## config.mk

```make
export PLATFORM = sky130hd
export DESIGN_NAME = obs_ctrl
export DESIGN_NICKNAME = d
export VERILOG_FILES = /design/src/hdl/obs_pkg.sv /design/src/hdl/obs_ctrl.sv
export SDC_FILE = /design/constraint.sdc
export NUM_CORES = 1
export LEC_CHECK = 0
export BUFFER_PORTS_ARGS = -buffer_cell sky130_fd_sc_hd__buf_2
export CORE_AREA = 2 2 39 41
export CTS_BUF_LIST = sky130_fd_sc_hd__clkbuf_4 sky130_fd_sc_hd__clkbuf_8 sky130_fd_sc_hd__clkbuf_16
export CTS_CLUSTER_SIZE = 20
export DETAILED_ROUTE_END_ITERATION = 16
export DIE_AREA = 0 0 41 43
export PLACE_DENSITY = 0.51
export SYNTH_ARGS = -nofsm -noshare
export SYNTH_HDL_FRONTEND = slang
export SYNTH_SLANG_ARGS = --single-unit
```

## constraint.sdc

```tcl
create_clock -name clk_i -period 1.5 [get_ports clk_i]
set_input_delay 0.15 -clock clk_i [delete_from_list [all_inputs] [get_ports clk_i]]
set_output_delay 0.15 -clock clk_i [all_outputs]
set_load 0.01 [all_outputs]
```

## src/hdl/obs_pkg.sv

```systemverilog
`timescale 1ns / 1ps
package obs_pkg;

  localparam int MAX_ORDERS = 256;
  localparam int MAX_LEVELS = 64;
  localparam int OIDX_W     = $clog2(MAX_ORDERS);
  localparam int LIDX_W     = $clog2(MAX_LEVELS);
  localparam int SCAN_MAX   = (MAX_ORDERS > MAX_LEVELS) ? MAX_ORDERS : MAX_LEVELS;
  localparam int SCAN_W     = $clog2(SCAN_MAX + 1);
  localparam int LORD_W     = $clog2(MAX_ORDERS + 1);

  localparam int ACT_W      = 2;
  localparam int ID_W       = 32;
  localparam int PRICE_W    = 32;
  localparam int QTY_W      = 32;
  localparam int STAT_W     = 2;
  localparam int VOL_W      = 40;
  localparam int OCNT_W     = 9;
  localparam int LCNT_W     = 7;
  localparam int PADDR_W    = 3;
  localparam int PDATA_W    = 32;

  typedef enum logic [ACT_W-1:0] {
    ACT_INSERT = 2'd0,
    ACT_REMOVE = 2'd1,
    ACT_QUERY  = 2'd2,
    ACT_NOP    = 2'd3
  } act_e;

  typedef enum logic [STAT_W-1:0] {
    ST_OK       = 2'd0,
    ST_DUP      = 2'd1,
    ST_NOTFOUND = 2'd2,
    ST_FULL     = 2'd3
  } stat_e;

  localparam logic [PADDR_W-1:0] REG_BOOK_SIDE = 3'd0;

  typedef struct packed {
    logic [ID_W-1:0]    key;
    logic [PRICE_W-1:0] price;
    logic [QTY_W-1:0]   qty;
  } ord_ent_t;

  typedef struct packed {
    logic [PRICE_W-1:0] price;
    logic [VOL_W-1:0]   vol;
    logic [LORD_W-1:0]  orders;
  } lvl_ent_t;

  // controller to datapath
  typedef struct packed {
    logic load;
    logic oscan;
    logic lscan;
    logic commit;
    logic bscan;
  } dp_cmd_t;

  // datapath to controller
  typedef struct packed {
    logic       done;
    logic       ord_found;
    logic       ord_free;
    logic [ACT_W-1:0] act;
  } dp_stat_t;

  // a strictly better than b on the given side
  function automatic logic better(input logic [PRICE_W-1:0] a,
                                  input logic [PRICE_W-1:0] b,
                                  input logic side);
    better = side ? (a < b) : (a > b);
  endfunction

endpackage

```

## src/hdl/obs_ctrl.sv

```systemverilog
`timescale 1ns / 1ps
module obs_ctrl (
  input  logic                      clk_i,
  input  logic                      rst_ni,
  input  logic                      in_valid_i,
  input  logic [obs_pkg::ACT_W-1:0] in_action_i,
  output logic                      in_ready_o,
  output logic                      out_valid_o,
  input  logic                      out_ready_i,
  output obs_pkg::dp_cmd_t          cmd_o,
  input  obs_pkg::dp_stat_t         stat_i
);
  import obs_pkg::*;

  typedef enum logic [2:0] {
    S_IDLE, S_OSCAN, S_LSCAN, S_COMMIT, S_BSCAN, S_OUT
  } state_e;

  state_e state_q;
  logic   out_valid_q;
  logic   accept, skip_lvl;

  assign accept = in_valid_i && (state_q == S_IDLE);

  // rejected insert or remove goes straight to the snapshot
  assign skip_lvl = (stat_i.act == ACT_INSERT) ?
                    (stat_i.ord_found || !stat_i.ord_free) : !stat_i.ord_found;

  always_ff @(posedge clk_i or negedge rst_ni) begin
    if (!rst_ni) begin
      state_q     <= S_IDLE;
      out_valid_q <= 1'b0;
    end else begin
      unique case (state_q)
        S_IDLE: begin
          if (accept) begin
            state_q <= (in_action_i == ACT_INSERT || in_action_i == ACT_REMOVE) ?
                       S_OSCAN : S_BSCAN;
          end
        end
        S_OSCAN: begin
          if (stat_i.done) state_q <= skip_lvl ? S_BSCAN : S_LSCAN;
        end
        S_LSCAN: begin
          if (stat_i.done) state_q <= S_COMMIT;
        end
        S_COMMIT: state_q <= S_BSCAN;
        S_BSCAN: begin
          if (stat_i.done) begin
            state_q     <= S_OUT;
            out_valid_q <= 1'b1;
          end
        end
        S_OUT: begin
          if (out_ready_i) begin
            state_q     <= S_IDLE;
            out_valid_q <= 1'b0;
          end
        end
        default: state_q <= S_IDLE;
      endcase
    end
  end

  assign in_ready_o   = (state_q == S_IDLE);
  assign out_valid_o  = out_valid_q;
  assign cmd_o.load   = accept;
  assign cmd_o.oscan  = (state_q == S_OSCAN);
  assign cmd_o.lscan  = (state_q == S_LSCAN);
  assign cmd_o.commit = (state_q == S_COMMIT);
  assign cmd_o.bscan  = (state_q == S_BSCAN);

  a_valid_in_out: assert property (@(posedge clk_i) disable iff (!rst_ni)
    out_valid_q == (state_q == S_OUT))
    else $error("result valid out of step with state");
  a_commit_once: assert property (@(posedge clk_i) disable iff (!rst_ni)
    state_q == S_COMMIT |=> state_q == S_BSCAN)
    else $error("commit not followed by snapshot scan");
  a_no_accept_busy: assert property (@(posedge clk_i) disable iff (!rst_ni)
    cmd_o.load |-> !out_valid_q)
    else $error("word taken while result pending");
endmodule

```

Word-level counts from Yosys, hierarchy flattened
Index checks and enable logic that the tools add are counted.
Widths: inputs -> output; s select.
{"block": "word_totals", "register_bits": 4, "romBits": 0, "memories": 0, "latchBits": 0, "mem_bits_rw": 0}
{"block": "op_classes", "shift": 0, "mul": 0, "eq_ne": 11, "mux": 12, "n_lt_le_gt_ge": 0, "div_mod_pow": 0, "reduce_logical": 11, "add_sub_neg": 0, "bitwise": 0}
{"cell": "$mux 3", "count": 7}
{"cell": "$pmux 3 s6", "count": 1}
{"cell": "$ne 2x1->1 const B", "count": 4}
{"cell": "$eq 3x2->1 const B", "count": 2}
{"cell": "$eq 3x3->1 const B", "count": 2}
{"cell": "$reduce_and 5->1", "count": 1}
{"cell": "$logic_not 2->1", "count": 2}
{"cell": "$eq 3x1->1 const B", "count": 1}
{"cell": "$logic_not 3->1", "count": 1}
{"cell": "$mux 1", "count": 3}
{"cell": "$reduce_and 3->1", "count": 1}
{"cell": "$eq 2x1->1 const B", "count": 1}
{"cell": "$logic_not 1->1", "count": 2}
{"cell": "$logic_or 1x1->1", "count": 2}
{"cell": "$ne 2x2->1 const B", "count": 1}
{"cell": "$pmux 1 s2", "count": 1}
{"cell": "$reduce_bool 2->1", "count": 1}
{"cell": "$logic_and 1x1->1", "count": 1}

Longest topological paths before layout
{"block": "depth", "word_depth": 6, "mapped_depth": 5, "ltp_nobuf": 4}

Worst setup path after synthesis
No wires, ideal clock.
{"block": "synth_path", "path_type": "register to output", "start": "register state_q[0]", "end": "output cmd_o[4] (netlist bit)", "path_buffers": 2, "path_stages_with_launch": 5, "setup_slack_ns": 0.226, "t_required_ns": 1.350, "t_arrival_ns": 1.124, "path_cell_list": "dfrtp_1 > buf_6 > nor3_1 > and2_1 > buf_4"}
{"block": "synth_between", "elab_chain_len": 2}
{"item": "from (decl)", "line_no": "obs_ctrl.sv:19", "rtl": "state_e state_q;"}
{"item": "from (signal assigned)", "line_no": "obs_ctrl.sv:37", "rtl": "state_q <= (in_action_i == ACT_INSERT || in_action_i == ACT_REMOVE) ?"}
{"item": "from (signal assigned)", "line_no": "obs_ctrl.sv:42", "rtl": "if (stat_i.done) state_q <= skip_lvl ? S_BSCAN : S_LSCAN;"}
{"item": "$logic_not 3->1"}
{"item": "named net in_ready_o", "line_no": "obs_ctrl.sv:7", "rtl": "output logic in_ready_o,"}
{"item": "$logic_and 1x1->1", "line_no": "obs_ctrl.sv:23", "rtl": "assign accept = in_valid_i && (state_q == S_IDLE);"}
{"item": "to (decl)", "line_no": "obs_ctrl.sv:10", "rtl": "output obs_pkg::dp_cmd_t cmd_o,"}
The timed path passes the listed nets, and every way through them passes these cells.

==> metrics.csv <==
stage,metric,value,unit
status,status,finished clean,
cts,CTS tree,built,
cts,cts bufs inserted,3,
layout,diode count,0,
routing,Post-DRT Antenna Nets,0,
setup_path,Worst path slowest cell,dfrtp_1,
yosys,Post-synth EDFFs,0,
global_routing,vias in the first global route,336,
routing,1st-iter DRT viols,4,
die,Core ar.,0.00138,sq mm
pwr,Leak,0.226,nW
min_path,worst hold path class,primary input to flop,
cts,"Clk Latency, worst-skew pair",0.23,ns
pwr,worst ir drop on vdd,0.508,mV
routing,drt first pass iters,2,
cts,"Reg clk slew, reported paths",0.04,ns
routing,Via-to-Cell Ratio,4.53,
setup_path,"critical path fanouts, max",10,
setup_path,Worst EP arrival,1.22,ns
timing,period utilization,0.911,
yosys,largest family of logic cells by synthesized area,simple AND/OR/NAND/NOR gates,
place,Final HPWL DP,576,microns
timing,post-route minimum period,1.37,ns
setup_path,CP max stage delay,0.46,ns
yosys,post-synthesis xor/xnor area fraction,0,
global_routing,antenna violations before repair,0,
routing,DRC,0,
global_routing,largest net degree at the start of global routing,13,
yosys,syn nets,51,
pwr,pwr dens,1810,mW/mm^2
layout,share of post-route cells with drive strength above 1,0.431,
die,die width,41,microns
cts,Clock Sink Count,4,
setup_path,Worst EP required,1.35,ns
timing,Fin Setup TNS,0,ns
yosys,Synth Area in Compound Gates,0.221,
min_path,Hold Crit Start,stat_i[4],
yosys,YS warnings,0,
yosys,Post-Synth Adder-Cell Area,0,
yosys,Async SR Flop Fraction,1.00,
yosys,Yosys reg bits,4,
job,number of max-cap violations,0,
die,initial core utilization,0.254,
setup_path,worst r2r src,state_q[1],
timing,Hold Slack,0.212,ns
layout,"most common cell after layout, fill and taps aside",buf_2,
timing,FMAX,731,MHz
routing,via count,335,
routing,Wirelength per Cell,9.58,microns
layout,cell area after layout,459,sq um
setup_path,"Critical Path, Cell by Cell","nor3_1, and2_1, buf_2",
timing,final-report hold violation count,0,
global_routing,GRT Total Usage,0.110,
cts,Post-CTS Setup Bufs,0,
timing,Slew Limit Fails,0,
setup_path,Critical Path Source,state_q[1],
timing,RSZ-0062 raised after global routing,no,
cts,Max Buffers Root-to-Sink,2,
yosys,Cells after Synth,40,
setup_path,crit end category,primary output,
layout,"commonest cells after routing, fill and taps aside","16 x buf_2, 4 x nand2b_1, 3 x clkbuf_4, 3 x dfrtp_1",
place,gpl congestion,0.665,
layout,P&R area growth vs syn,30.6,%
yosys,area share of and/or/nand/nor cells after synthesis,0.310,
setup_path,CP Class,flop to primary output,
yosys,"Distinct cells, synth",22,
cts,H-tree depth,1,
timing,Max-slew headroom,0.841,
global_routing,grt ovf,0,
global_routing,first-pass GRT wire length,1300,microns
die,row cnt,14,
pwr,PnR Total Power,0.829,mW
yosys,post-synthesis mux area share,0.0569,
die,# IOs,18,
timing,clk_skew,0.00227,ns
place,Buffers on Ports,16,
timing,Tightest Pin Transition,0.231,ns
layout,nets,71,
timing,Final setup viols,0,
die,die area,0.00176,sq mm
yosys,post-synthesis sequential area ratio,0.285,
place,DP Area,425,sq um
setup_path,Worst setup SP type,flop,
yosys,syn_area_per_cell,8.79,sq um
yosys,primary flip-flop cell chosen by synthesis mapping,dfrtp_1,
routing,drt total wl,709,microns
die,Die Y,43,microns
yosys,Mapped Area,352,sq um
cts,Root Driver,clkbuf_4,
==> kinds of logic (layout without fill, tap and decap cells) <==
family / after synthesis / count (layout)
mux: 2 / 2
buf+inv: 5 / 23
compound gates: 11 / 11
simple gates: 18 / 18
flops: 4 / 4
==> routing by layer <==
layer | vias to the layer above | share of wire | wire length [microns] | GRT usage
met3 | 0 | 0.047 | 33 | 0.0471
met2 | 9 | 0.47 | 334 | 0.153
met1 | 148 | 0.48 | 341 | 0.136
met4 | 0 | 0 | 0 | 0.0600
li1 | 178 | - | - | -
met5 | - | 0 | 0 | 0
==> synthesized netlist by cell type, types with 2 or more instances <==
| library cell | n | area (sq um) |
|---|---|---|
| o31ai_1 | 2 | 15.0 |
| mux2i_1 | 2 | 20.0 |
| nand2b_1 | 4 | 25.0 |
| o21ai_0 | 2 | 10.0 |
| buf_6 | 3 | 33.8 |
| nor3b_1 | 2 | 15.0 |
| a211o_1 | 2 | 17.5 |
| and2_1 | 2 | 12.5 |
| a21oi_2 | 2 | 17.5 |
| nor3_1 | 2 | 10.0 |
| nor2_1 | 2 | 7.51 |
| nand2_1 | 2 | 7.51 |
| dfrtp_1 | 4 | 100 |
==> worst paths after layout <==
path | to | slack [ns] | depth (start not counted)
hold / removal | state_q[1] | 0.21 | 3
setup / recovery | cmd_o[4] | 0.13 | 3
max in group asynchronous | state_q[2] | 1.13 | 2
min in group asynchronous | out_valid_o | 0.25 | 2
hold reg to reg | out_valid_o | 0.53 | 2
setup reg to reg | state_q[0] | 0.24 | 4
==> state kept, by name (all words and copies together) (netlist names) <==
signal / count
out_valid_o: 1
state_q: 3
==> cell type report <==
type,count,area [sq um]
sequential,4,101
inverter,1,3.75
fill,145,925
tap,16,20.0
multi-input combinational,31,206
clock buffer,3,22.5
timing repair buffer,19,105
==> power breakdown <==
group / switching (mW) / internal [mW] / leakage, nW
sequential: 0.0922 / 0.160 / 0.0490
clock: 0.0434 / 0.0895 / 0.0138
combinational: 0.218 / 0.226 / 0.163
==> critical path: cells and delay by family, from the launching register on <==
| family | cells | cell delay [ns] |
|---|---|---|
| and+or+nand+nor | 2 | 0.41 |
| DFF | 1 | 0.46 |
| buffers and inverters | 1 | 0.12 |
==> per-stage QoR <==
| step | setup slack (ns) | std cells | util |
|---|---|---|---|
| floorplan | 0.226 | 40 | - |
| global placement | 0.219 | 70 | 0.307 |
| detailed placement | 0.215 | 70 | 0.307 |
| CTS | 0.0751 | 74 | 0.331 |
| global route | 0.0388 | 74 | 0.332 |
| finish | 0.133 | 74 | 0.332 |
==> what timing repair did <==
item,4_1_cts,5_1_grt
setup endpoints to repair,0,2
hold endpoints to repair,4,0
resized for setup,0,1
hold buffers,1,0
Note: power is estimated with default switching activity, not from simulation.
